### src/hw/rtl/slu_pkg.sv
// Shared constants, state encoding and status type for the saturating LCM unit.
package slu_pkg;

  // Width of the operand and result fields on the item channels.
  localparam int FIELD_WIDTH = 64;

  // Configuration port geometry.
  localparam int CFG_DATA_WIDTH = 32;
  localparam int APB_ADDR_WIDTH = 2;
  localparam int WIDTH_REG_BITS = 7;

  // Register map.
  localparam logic [APB_ADDR_WIDTH-1:0] ADDR_OPERAND_WIDTH = 2'd0;
  localparam logic [WIDTH_REG_BITS-1:0] OPERAND_WIDTH_RESET = 7'd64;

  // Sequencer states of the iterative core.
  typedef enum logic [2:0] {
    ST_IDLE,
    ST_GCD,
    ST_SCALE,
    ST_DIV,
    ST_MUL,
    ST_DONE
  } slu_state_t;

  // Status from the core to the channel logic.
  typedef struct packed {
    logic idle;
    logic done;
    logic saturated;
  } slu_status_t;

endpackage

### src/hw/rtl/slu_ifs.sv
// Item channel interfaces for the operand and result sides of the LCM unit.
interface slu_in_if;
  import slu_pkg::*;

  logic                   valid;
  logic                   ready;
  logic [FIELD_WIDTH-1:0] first_operand;
  logic [FIELD_WIDTH-1:0] second_operand;

  modport source (output valid, output first_operand, output second_operand, input ready);
  modport sink   (input valid, input first_operand, input second_operand, output ready);
endinterface

interface slu_out_if;
  import slu_pkg::*;

  logic                   valid;
  logic                   ready;
  logic [FIELD_WIDTH-1:0] multiple;
  logic                   saturated;

  modport source (output valid, output multiple, output saturated, input ready);
  modport sink   (input valid, input multiple, input saturated, output ready);
endinterface

### src/hw/rtl/slu_core.sv
// Iterative core: binary GCD, restoring division and shift-add multiply on one datapath.
module slu_core #(
  parameter int MAX_WIDTH = 64
) (
  input  logic                   clk,
  input  logic                   rst,
  input  logic                   start,
  input  logic                   take,
  input  logic [MAX_WIDTH-1:0]   a,
  input  logic [MAX_WIDTH-1:0]   b,
  input  logic [MAX_WIDTH-1:0]   mask,
  output slu_pkg::slu_status_t   status,
  output logic [MAX_WIDTH-1:0]   result
);
  import slu_pkg::*;

  localparam int CNT_BITS = $clog2(MAX_WIDTH + 1);

  slu_state_t state, state_next;

  logic [MAX_WIDTH-1:0] x, x_next;
  logic [MAX_WIDTH-1:0] y, y_next;
  logic [MAX_WIDTH-1:0] opa, opa_next;
  logic [MAX_WIDTH-1:0] dvd, dvd_next;
  logic [MAX_WIDTH-1:0] rem, rem_next;
  logic [MAX_WIDTH-1:0] acc, acc_next;
  logic [CNT_BITS-1:0]  k, k_next;
  logic [CNT_BITS-1:0]  cnt, cnt_next;
  logic                 ovf, ovf_next;

  logic [MAX_WIDTH-1:0] diff_xy, diff_yx;
  logic [MAX_WIDTH:0]   rem_sh, rem_sub;
  logic                 rem_ge;
  logic [MAX_WIDTH+1:0] mul_sum;
  logic                 mul_over;

  // The dividend bit and the multiplier bit both come from the top of dvd.
  assign diff_xy  = x - y;
  assign diff_yx  = y - x;
  assign rem_sh   = {rem, dvd[MAX_WIDTH-1]};
  assign rem_ge   = rem_sh >= {1'b0, x};
  assign rem_sub  = rem_sh - {1'b0, x};
  assign mul_sum  = {1'b0, acc, 1'b0}
                  + (MAX_WIDTH+2)'(dvd[MAX_WIDTH-1] ? opa : '0);
  assign mul_over = mul_sum > (MAX_WIDTH+2)'(mask);

  always_ff @(posedge clk) begin
    if (rst) begin
      state <= ST_IDLE;
    end else begin
      state <= state_next;
    end
  end

  always_ff @(posedge clk) begin
    x   <= x_next;
    y   <= y_next;
    opa <= opa_next;
    dvd <= dvd_next;
    rem <= rem_next;
    acc <= acc_next;
    k   <= k_next;
    cnt <= cnt_next;
    ovf <= ovf_next;
  end

  always_comb begin
    state_next = state;
    x_next     = x;
    y_next     = y;
    opa_next   = opa;
    dvd_next   = dvd;
    rem_next   = rem;
    acc_next   = acc;
    k_next     = k;
    cnt_next   = cnt;
    ovf_next   = ovf;

    unique case (state)
      ST_IDLE: begin
        if (start) begin
          opa_next = a;
          x_next   = a;
          y_next   = b;
          dvd_next = b;
          k_next   = '0;
          acc_next = '0;
          ovf_next = 1'b0;
          if (a == '0 || b == '0) begin
            state_next = ST_DONE;
          end else begin
            state_next = ST_GCD;
          end
        end
      end
      ST_GCD: begin
        if (x == '0 || y == '0) begin
          x_next     = x | y;
          state_next = ST_SCALE;
        end else begin
          priority if (!x[0] && !y[0]) begin
            x_next = x >> 1;
            y_next = y >> 1;
            k_next = k + CNT_BITS'(1);
          end else if (!x[0]) begin
            x_next = x >> 1;
          end else if (!y[0]) begin
            y_next = y >> 1;
          end else if (x >= y) begin
            x_next = diff_xy;
          end else begin
            y_next = diff_yx;
          end
        end
      end
      ST_SCALE: begin
        // Restore the common power of two into the divisor.
        if (k == '0) begin
          rem_next   = '0;
          cnt_next   = CNT_BITS'(MAX_WIDTH);
          state_next = ST_DIV;
        end else begin
          x_next = x << 1;
          k_next = k - CNT_BITS'(1);
        end
      end
      ST_DIV: begin
        rem_next = rem_ge ? rem_sub[MAX_WIDTH-1:0] : rem_sh[MAX_WIDTH-1:0];
        dvd_next = {dvd[MAX_WIDTH-2:0], rem_ge};
        cnt_next = cnt - CNT_BITS'(1);
        if (cnt == CNT_BITS'(1)) begin
          cnt_next   = CNT_BITS'(MAX_WIDTH);
          acc_next   = '0;
          state_next = ST_MUL;
        end
      end
      ST_MUL: begin
        // Most significant quotient bit first; the partial product only grows,
        // so once it passes the mask the result is saturated.
        dvd_next = dvd << 1;
        if (!ovf) begin
          if (mul_over) begin
            ovf_next = 1'b1;
          end else begin
            acc_next = mul_sum[MAX_WIDTH-1:0];
          end
        end
        cnt_next = cnt - CNT_BITS'(1);
        if (cnt == CNT_BITS'(1)) begin
          state_next = ST_DONE;
        end
      end
      ST_DONE: begin
        if (take) begin
          state_next = ST_IDLE;
        end
      end
      default: begin
        state_next = ST_IDLE;
      end
    endcase
  end

  assign status.idle      = (state == ST_IDLE);
  assign status.done      = (state == ST_DONE);
  assign status.saturated = ovf;
  assign result           = ovf ? mask : acc;

endmodule

### src/hw/rtl/saturating_lcm_unit.sv
// Top level of the saturating LCM unit: configuration register, channels and core.
// Per item, the core runs the binary GCD loop (data dependent), restores each common
// factor of two, then runs MAX_WIDTH division steps and MAX_WIDTH multiply steps.
// Items: the core holds one item at a time and takes a new one only while idle.
// Reset (rst, synchronous): operand_width returns to 64, the core goes idle and
// no result is pending.
module saturating_lcm_unit #(
  parameter int MAX_WIDTH = 64
) (
  input  logic                                 clk,
  input  logic                                 rst,
  input  logic                                 psel,
  input  logic                                 penable,
  input  logic                                 pwrite,
  input  logic [slu_pkg::APB_ADDR_WIDTH-1:0]   paddr,
  input  logic [slu_pkg::CFG_DATA_WIDTH-1:0]   pwdata,
  output logic [slu_pkg::CFG_DATA_WIDTH-1:0]   prdata,
  output logic                                 pready,
  slu_in_if.sink                               operands,
  slu_out_if.source                            results
);
  import slu_pkg::*;

  localparam int W_BITS = $clog2(MAX_WIDTH + 1);

  logic [WIDTH_REG_BITS-1:0] operand_width;
  logic                      cfg_write;
  logic [W_BITS-1:0]         eff_width;
  logic [MAX_WIDTH-1:0]      mask;
  logic [MAX_WIDTH-1:0]      a_masked;
  logic [MAX_WIDTH-1:0]      b_masked;
  logic                      start;
  logic                      take;
  slu_status_t               status;
  logic [MAX_WIDTH-1:0]      core_result;

  logic                      out_valid;
  logic [FIELD_WIDTH-1:0]    out_multiple;
  logic                      out_saturated;

  // The register port never stalls. Writes to any address other than the
  // operand width register are dropped, and such reads return zero.
  assign pready    = 1'b1;
  assign cfg_write = psel && penable && pwrite && pready;
  assign prdata    = (paddr == ADDR_OPERAND_WIDTH) ? CFG_DATA_WIDTH'(operand_width) : '0;

  always_ff @(posedge clk) begin
    if (rst) begin
      operand_width <= OPERAND_WIDTH_RESET;
    end else if (cfg_write && paddr == ADDR_OPERAND_WIDTH) begin
      operand_width <= pwdata[WIDTH_REG_BITS-1:0];
    end
  end

  // A width of zero behaves as one bit, and anything above the datapath width
  // is clamped to it. The mask keeps the low eff_width bits.
  always_comb begin
    if (operand_width == '0) begin
      eff_width = W_BITS'(1);
    end else if (operand_width > WIDTH_REG_BITS'(MAX_WIDTH)) begin
      eff_width = W_BITS'(MAX_WIDTH);
    end else begin
      eff_width = W_BITS'(operand_width);
    end
  end

  assign mask     = {MAX_WIDTH{1'b1}} >> (W_BITS'(MAX_WIDTH) - eff_width);
  assign a_masked = MAX_WIDTH'(operands.first_operand) & mask;
  assign b_masked = MAX_WIDTH'(operands.second_operand) & mask;

  // An item is taken only while the core is idle. A finished result moves
  // into the output register as soon as that register is free or being
  // drained, so the core can start the next item while the result waits.
  assign operands.ready = status.idle;
  assign start          = operands.valid && operands.ready;
  assign take           = status.done && (!out_valid || results.ready);

  slu_core #(
    .MAX_WIDTH (MAX_WIDTH)
  ) u_core (
    .clk    (clk),
    .rst    (rst),
    .start  (start),
    .take   (take),
    .a      (a_masked),
    .b      (b_masked),
    .mask   (mask),
    .status (status),
    .result (core_result)
  );

  always_ff @(posedge clk) begin
    if (rst) begin
      out_valid <= 1'b0;
    end else if (take) begin
      out_valid <= 1'b1;
    end else if (results.ready) begin
      out_valid <= 1'b0;
    end
  end

  always_ff @(posedge clk) begin
    if (take) begin
      out_multiple  <= FIELD_WIDTH'(core_result);
      out_saturated <= status.saturated;
    end
  end

  assign results.valid     = out_valid;
  assign results.multiple  = out_multiple;
  assign results.saturated = out_saturated;

endmodule
### src/flat_wrapper.sv
// flat-port wrapper written by rule: the top's interface ports become plain ports
module saturating_lcm_unit_flat import slu_pkg::*;
#(
  parameter int MAX_WIDTH = 64
)
  (clk, rst, psel, penable, pwrite, paddr, pwdata, prdata, pready, operands_valid, operands_first_operand, operands_second_operand, operands_ready, results_valid, results_multiple, results_saturated, results_ready);
  slu_in_if operands_i ();
  slu_out_if results_i ();
  input  logic clk;
  input  logic rst;
  input  logic psel;
  input  logic penable;
  input  logic pwrite;
  input  logic [slu_pkg::APB_ADDR_WIDTH-1:0] paddr;
  input  logic [slu_pkg::CFG_DATA_WIDTH-1:0] pwdata;
  output logic [slu_pkg::CFG_DATA_WIDTH-1:0] prdata;
  output logic pready;
  input wire logic [$bits(operands_i.valid)-1:0] operands_valid;
  input wire logic [$bits(operands_i.first_operand)-1:0] operands_first_operand;
  input wire logic [$bits(operands_i.second_operand)-1:0] operands_second_operand;
  output wire logic [$bits(operands_i.ready)-1:0] operands_ready;
  output wire logic [$bits(results_i.valid)-1:0] results_valid;
  output wire logic [$bits(results_i.multiple)-1:0] results_multiple;
  output wire logic [$bits(results_i.saturated)-1:0] results_saturated;
  input wire logic [$bits(results_i.ready)-1:0] results_ready;
  assign operands_i.valid = operands_valid;
  assign operands_i.first_operand = operands_first_operand;
  assign operands_i.second_operand = operands_second_operand;
  assign operands_ready = operands_i.ready;
  assign results_valid = results_i.valid;
  assign results_multiple = results_i.multiple;
  assign results_saturated = results_i.saturated;
  assign results_i.ready = results_ready;
  saturating_lcm_unit #(.MAX_WIDTH(MAX_WIDTH)) u_core (.clk(clk), .rst(rst), .psel(psel), .penable(penable), .pwrite(pwrite), .paddr(paddr), .pwdata(pwdata), .prdata(prdata), .pready(pready), .operands(operands_i), .results(results_i));
endmodule
### config.mk
export PLATFORM = sky130hd
export DESIGN_NAME = saturating_lcm_unit_flat
export DESIGN_NICKNAME = d
export VERILOG_FILES = /design/src/hw/rtl/slu_pkg.sv /design/src/hw/rtl/slu_ifs.sv /design/src/hw/rtl/slu_core.sv /design/src/hw/rtl/saturating_lcm_unit.sv /design/src/flat_wrapper.sv
export SDC_FILE = /design/constraint.sdc
export NUM_CORES = 2
export LEC_CHECK = 0
export CAP_MARGIN = 10
export CORE_UTILIZATION = 32
export CTS_CLUSTER_DIAMETER = 30
export DETAILED_ROUTE_END_ITERATION = 10
export DONT_BUFFER_PORTS = 1
export GPL_ROUTABILITY_DRIVEN = 0
export SYNTH_ARGS = -nofsm -noshare
export SYNTH_HDL_FRONTEND = slang
export SYNTH_SLANG_ARGS = --single-unit
### constraint.sdc
create_clock -name clk -period 13.73 [get_ports clk]
set_clock_uncertainty 0.15 [all_clocks]
set_input_delay 0.6865 -clock clk [delete_from_list [all_inputs] [get_ports clk]]
set_output_delay 0.6865 -clock clk [all_outputs]
set_load 0.05 [all_outputs]
Word-level counts from Yosys, hierarchy flattened. Index checks and enable logic that the tools add are counted.

Bits in registers: 475. Latch bits: 0. Memory bits (writable): 0. ROM bits: 0. Bits of input ports: 169. Output and inout port bits: 100. Word-level logic and storage cells: 143. Memories kept: 0.

Add/subtract/negate cells: 8. Multiply operators: 0. Divide/modulo/power cells: 0. $lt $le $gt $ge: 4. Equality and inequality tests: 21. Shift-type cells: 1. Mux-type cells: 51. Bitwise operators: 3. Reductions and logical operators: 39.

Operators with widths (count): two-way mux 64 bit (21); case mux 64 bit (3 select lines) (3); zero test 64 bit (4); case mux 64 bit (2 select lines) (2); subtractor 64 bit (3); bitwise AND 64 bit (2); adder 65 x 64 -> 66 bit (1); greater-than comparator 66 x 64 -> 1 bit (1); >= comparator 65 x 64 -> 1 bit (1); >= comparator 64 bit (1); bitwise OR 64 bit (1); right shift 64 x 7 -> 64 bit (first input constant) (1); two-way mux 7 bit (9); case mux 7 bit (3 select lines) (2); two-way mux 3 bit (7); inequality test 2 bit (second input constant) (10); AND reduction 5 bit (4); case mux 3 bit (6 select lines) (1); zero test 7 bit (2); subtractor 7 x 1 -> 7 bit (second input constant) (2); inequality test 5 bit (second input constant) (2); AND reduction 2 bit (5); nonzero test 3 bit (3); nonzero test 2 bit (4); other kinds (20) (35).

Longest topological paths before layout.
Depth after elaboration: 11. Depth in mapped cells: 28. Mapped depth without buffers: 26.

Cells and area by module. From an unflattened synthesis, not the netlist that was laid out.

Cell total of the unflattened synthesis: 4611. Area total of the unflattened synthesis: 41199.5 um^2.

By module, submodules not included: slu_core (times used 1, cells an instance 4187, area an instance 36955.4 um^2, sequential area each 12041.5 um^2); saturating_lcm_unit (times used 1, cells an instance 424, area an instance 4244.1 um^2, sequential area each 2112.0 um^2).

Least setup slack after synthesis. No wires, ideal clock.

Path kind: reg2reg. Start: register u_core.u_core.dvd[63]. End: register u_core.u_core.acc[0] (enable). Library setup time: 486 ps. Data arrival time: 7923 ps. Required time: 13094 ps. Path slack: 5171 ps. Cell stages (with the launch flop): 28. Path buffers: 3. Period minus slack after synthesis: 8559 ps. Cell sequence: edfxtp_1 clkbuf_1 clkbuf_1 and2_1 ha_1 clkbuf_1 nand4_1 nor3_1 nand4_1 a211oi_1 o31ai_1 a21oi_1 o21ai_1 o31ai_1 a21oi_1 xnor2_1 ha_1 and4_1 nand3_1 nor3_1 nand3_1 or3_1 nor4_1 a211oi_1 or3_1 a21oi_1 a21oi_1 nor2_1.

Cells in the longest elaborated chain, start to end: 5.

Ends and longest elaborated chain: start, declared (RTL line slu_core.sv:24) `logic [MAX_WIDTH-1:0] dvd, dvd_next;`; start signal, assigned (RTL line slu_core.sv:59) `dvd <= dvd_next;`; two-way mux 64 bit (RTL line slu_core.sv:44) `+ (MAX_WIDTH+2)'(dvd[MAX_WIDTH-1] ? opa : '0);`; adder 65 x 64 -> 66 bit (RTL line slu_core.sv:44); named net u_core.u_core.mul_sum[60] (RTL line slu_core.sv:34) `logic [MAX_WIDTH+1:0] mul_sum;`; greater-than comparator 66 x 64 -> 1 bit (RTL line slu_core.sv:45) `assign mul_over = mul_sum > (MAX_WIDTH+2)'(mask);`; inequality test 2 bit (no source line); AND reduction 5 bit (no source line); end signal, assigned (RTL line slu_core.sv:61) `acc <= acc_next;`; end, declared (RTL line slu_core.sv:26) `logic [MAX_WIDTH-1:0] acc, acc_next;`.

The timed path passes the listed nets, and every way through them passes these cells. A chain may end at the register's enable or synchronous reset.

Final worst setup path.
Start: register u_core.u_core.dvd[63]. End: register u_core.u_core.acc[8] (enable).

Same word-level chain as after synthesis.

==> results_dict.tcl <==
set metrics [dict create \
    ir_drop_mv 0.113 \
    r2r_slack_ns 4.41 \
    mappedNetlistArea_mm2 0.0413 \
    wl_per_cell_um 25.5 \
    p_leak_uw 0.0193 \
    fillers 12900 \
    r2r_end "u_core.u_core.acc[8]" \
    crit_fanout 53 \
    ys_seq_area_share_pct 34.2 \
    path_clk_slew_ns 0.05 \
    cpMaxStageDelayCell "o31ai_1" \
    switching_power_uw 3670 \
    critPathRequiredTime_ns 13.89 \
    postLayoutCellArea_mm2 0.0470 \
    synth_flop_cell "edfxtp_1" \
    synth_top_area_cell "edfxtp_1" \
    portBuffers 0 \
    cts_buffers 115 \
    r2r_start "u_core.u_core.dvd[63]" \
    report.final.hold_viol_count 0 \
    vias 39100 \
    cts_root_buf "clkbuf_16" \
    avgViaCountPerCell 6.06 \
    end_kind "flip-flop" \
    rsz0062_at_grt "no" \
    critPathMaxStageDelay_ns 0.82 \
    clk_path_buf_depth 3 \
    hp-start "operands_second_operand[42]" \
    nNetsFinal 5247 \
    clock-sinks 475 \
    placed_cell_area_mm2 0.0430 \
    arrival_ns 9.48 \
    rows 131 \
    grt_use_total_pct 24.1 \
    grt_remaining_overflow 0 \
    switching_share_pct 42.7 \
    hp-class "in2reg" \
    fmax_mhz 107 \
    p_int_uw 4940 \
    setup_tns_ns 0 \
    routed_wl_um 165000 \
    worstSkewPairLatency_ns 0.71 \
    ant_nets 0 \
    synth.area.top_cells "edfxtp_1, ha_1, a21oi_1" \
    pre_cts_ws_ns 4.46 \
    setup_viol 0 \
    p_per_area_mw_per_mm2 183 \
    yosysWarningCount 0 \
    dpl.hpwl_um 127000 \
    die_h_um 361 \
    die_x_um 361 \
    synth_top_area_share_pct 33.7 \
    drive_gt1_share_pct 7.20 \
    ys_types 92 \
    grt_max_degree 110 \
    core-area_mm2 0.128 \
    status "finished clean" \
    ioPinCount 269 \
    p_comb_share_pct 44.5 \
    min_to "u_core.u_core.y[42]" \
    cap_violations 0 \
    syn_inst 4730 \
    ys_ff_latch 475 \
    cts_setup_buffers 0 \
    slew_headroom_pct 17.0 \
    synth_edf_count 464 \
    first_pass_iters 10 \
    start_util_pct 32.3 \
    pwr-share-seq_pct 23.7 \
    async_flop_share_pct 0 \
    tightest_slew_ns 1.23 \
    setup_ws_ns 4.41 \
    cts_tree "built" \
    area_growth_pct 13.6 \
    drc 0 \
    pwr-share-clk_pct 31.8 \
    design.die.area_mm2 0.131 \
    whs_path_depth 2 \
    fin_crit_sh_pct 67.9 \
    reg2reg_depth 27 \
    drv_slew 0 \
    avgSynthCellArea_um2 8.74 \
    cp-start-kind "flip-flop" \
    grt_pass1_wl_um 238000 \
    htree_levels 3 \
    drt_iter0_markers 5534 \
    final_util_pct 36.7 \
    critical_path_class "reg2reg" \
    min_period_ns 9.32 \
    antenna_found_initial 17 \
    grt_pass1_vias 35900 \
]
## synthesized netlist by cell type (7+ instances only)
cell type and number:
a21o_1 116, a22oi_1 30, buf_2 16, nor4_1 84, dfxtp_1 11, mux2_2 44
o21ai_0 272, nor2_1 399, o21a_1 38, nand4_1 75, edfxtp_1 464, a211o_1 15
o31a_1 10, o221ai_1 81, nor3_1 64, a41oi_1 9, xor2_1 43, a211oi_1 44
or3_1 16, a31oi_1 45, ha_1 393, a21oi_1 430, xnor2_1 196, a21boi_0 16
o31ai_1 45, a221oi_1 89, and4_1 11, nand2b_1 35, nand2_1 346, clkinv_1 7
and3_1 28, clkbuf_1 208, inv_1 353, o211ai_1 27, nand3_1 128, nor2b_1 47
nor3b_1 7, or2_2 16, o21bai_1 71, o22ai_1 10, and2_1 171, buf_4 27
mux2i_1 64, a221o_1 9, buf_1 7
## area by class of cell
type                            instances  area, um^2  share of cell area (%)
Multi-Input combinational cell       3657       24900                    53.0
Sequential cell                       475       14200                    30.1
Clock buffer                          135        2990                    6.38
Tap cell                             1662        2080                    4.43
Inverter                              362        1360                    2.90
Clock inverter                         82         903                    1.92
Timing Repair Buffer                   69         536                    1.14
Antenna cell                           13        32.5                  0.0693
## routing by layer
layer | wire length, um | GRT usage (%)
met1 | 64700 | 31.1
met4 | 9090 | 12.5
met2 | 73500 | 38.0
met3 | 17400 | 4.69
met5 | 49 | 0
## registers in the layout, summed over array words and instances (netlist names)
register,cells
u_core.u_core.ovf,1
u_core.u_core.state,3
u_core.results.valid,1
u_core.u_core.x,64
u_core.u_core.opa,64
u_core.results.multiple,64
u_core.u_core.acc,64
u_core.u_core.rem,64
u_core.results.saturated,1
u_core.u_core.y,64
u_core.operand_width,7
u_core.u_core.dvd,64
u_core.u_core.k,7
u_core.u_core.cnt,7
## cells in the final DEF, fill, tap and decap left out, types with 89 or more instances in the layout
cell / count
nor2_1: 396
nand2_1: 345
and2_1: 169
a21oi_1: 429
a221oi_1: 89
ha_1: 393
a21o_1: 116
clkbuf_16: 116
xnor2_1: 196
edfxtp_1: 464
inv_1: 353
o21ai_0: 271
nand3_1: 128
## how the worst max path moves through the flow
| stage | from | cells past startpoint | endpoint | slack [ns] |
|---|---|---|---|---|
| finish | u_core.u_core.dvd[63] | 27 | u_core.u_core.acc[8] | 4.41 |
| global route | u_core.u_core.dvd[63] | 27 | u_core.u_core.acc[25] | 4.08 |
| CTS | u_core.u_core.dvd[63] | 27 | u_core.u_core.acc[24] | 4.42 |
| detailed placement | u_core.u_core.dvd[63] | 27 | u_core.u_core.acc[15] | 4.46 |
| global placement | u_core.u_core.dvd[63] | 27 | u_core.u_core.acc[15] | 4.44 |
| floorplan | u_core.u_core.dvd[63] | 27 | u_core.u_core.acc[0] | 5.17 |
## kinds of logic (layout without fill, tap and decap cells)
kind of cell | count (synthesis) | after routing | share of synthesized area [%]
AOI/OAI and AO/OA | 1434 | 1434 | 22.7
buffers and inverters | 622 | 648 | 5.97
DFF | 475 | 475 | 34.2
other | 2 | 39 | 0.0182
and+or+nand+nor | 1452 | 1452 | 17.1
muxes | 108 | 108 | 2.75
xor gates and xnor gates | 239 | 239 | 5.07
adders and majority gates | 398 | 398 | 12.1
## critical path, delay by kind of cell, from the launching register on
family	cells	cell delay, ns
adder cells (fa/ha/maj)	2	0.52
AND/OR/NAND/NOR	10	3.17
flip-flops	1	0.34
XOR/XNOR	1	0.14
buffers and inverters	3	1.10
AO/OA/AOI/OAI	11	3.34
## timing repair
action	CTS	global route
endpoints found under the hold margin	11	0
resized for setup	0	0
endpoints found under the setup margin	0	0
hold buffers	7	0
## power by group through the flow
| stage | Sequential [uW] | Clock (uW) | Combinational (uW) |
|---|---|---|---|
| 2_1_floorplan | 1940 | 0 | 2660 |
| 4_1_cts | 2020 | 2760 | 3680 |
| 3_3_place_gp | 2040 | 0 | 3640 |
| 3_5_place_dp | 2040 | 0 | 3650 |
| 5_1_grt | 2040 | 2830 | 4080 |
| 6_report | 2040 | 2740 | 3830 |
## through the flow
stage | hold WS [ns] | std cells | total power [uW]
after floorplan | 0.274 | 4754 | 4600
after global placement | 0.352 | 6218 | 5690
after detailed placement | 0.362 | 6218 | 5700
after CTS | 0.0227 | 6442 | 8460
after global routing | 0.0571 | 6448 | 8950
final | 0.0483 | 6455 | 8610
Note: power is estimated with default switching activity, not from simulation.
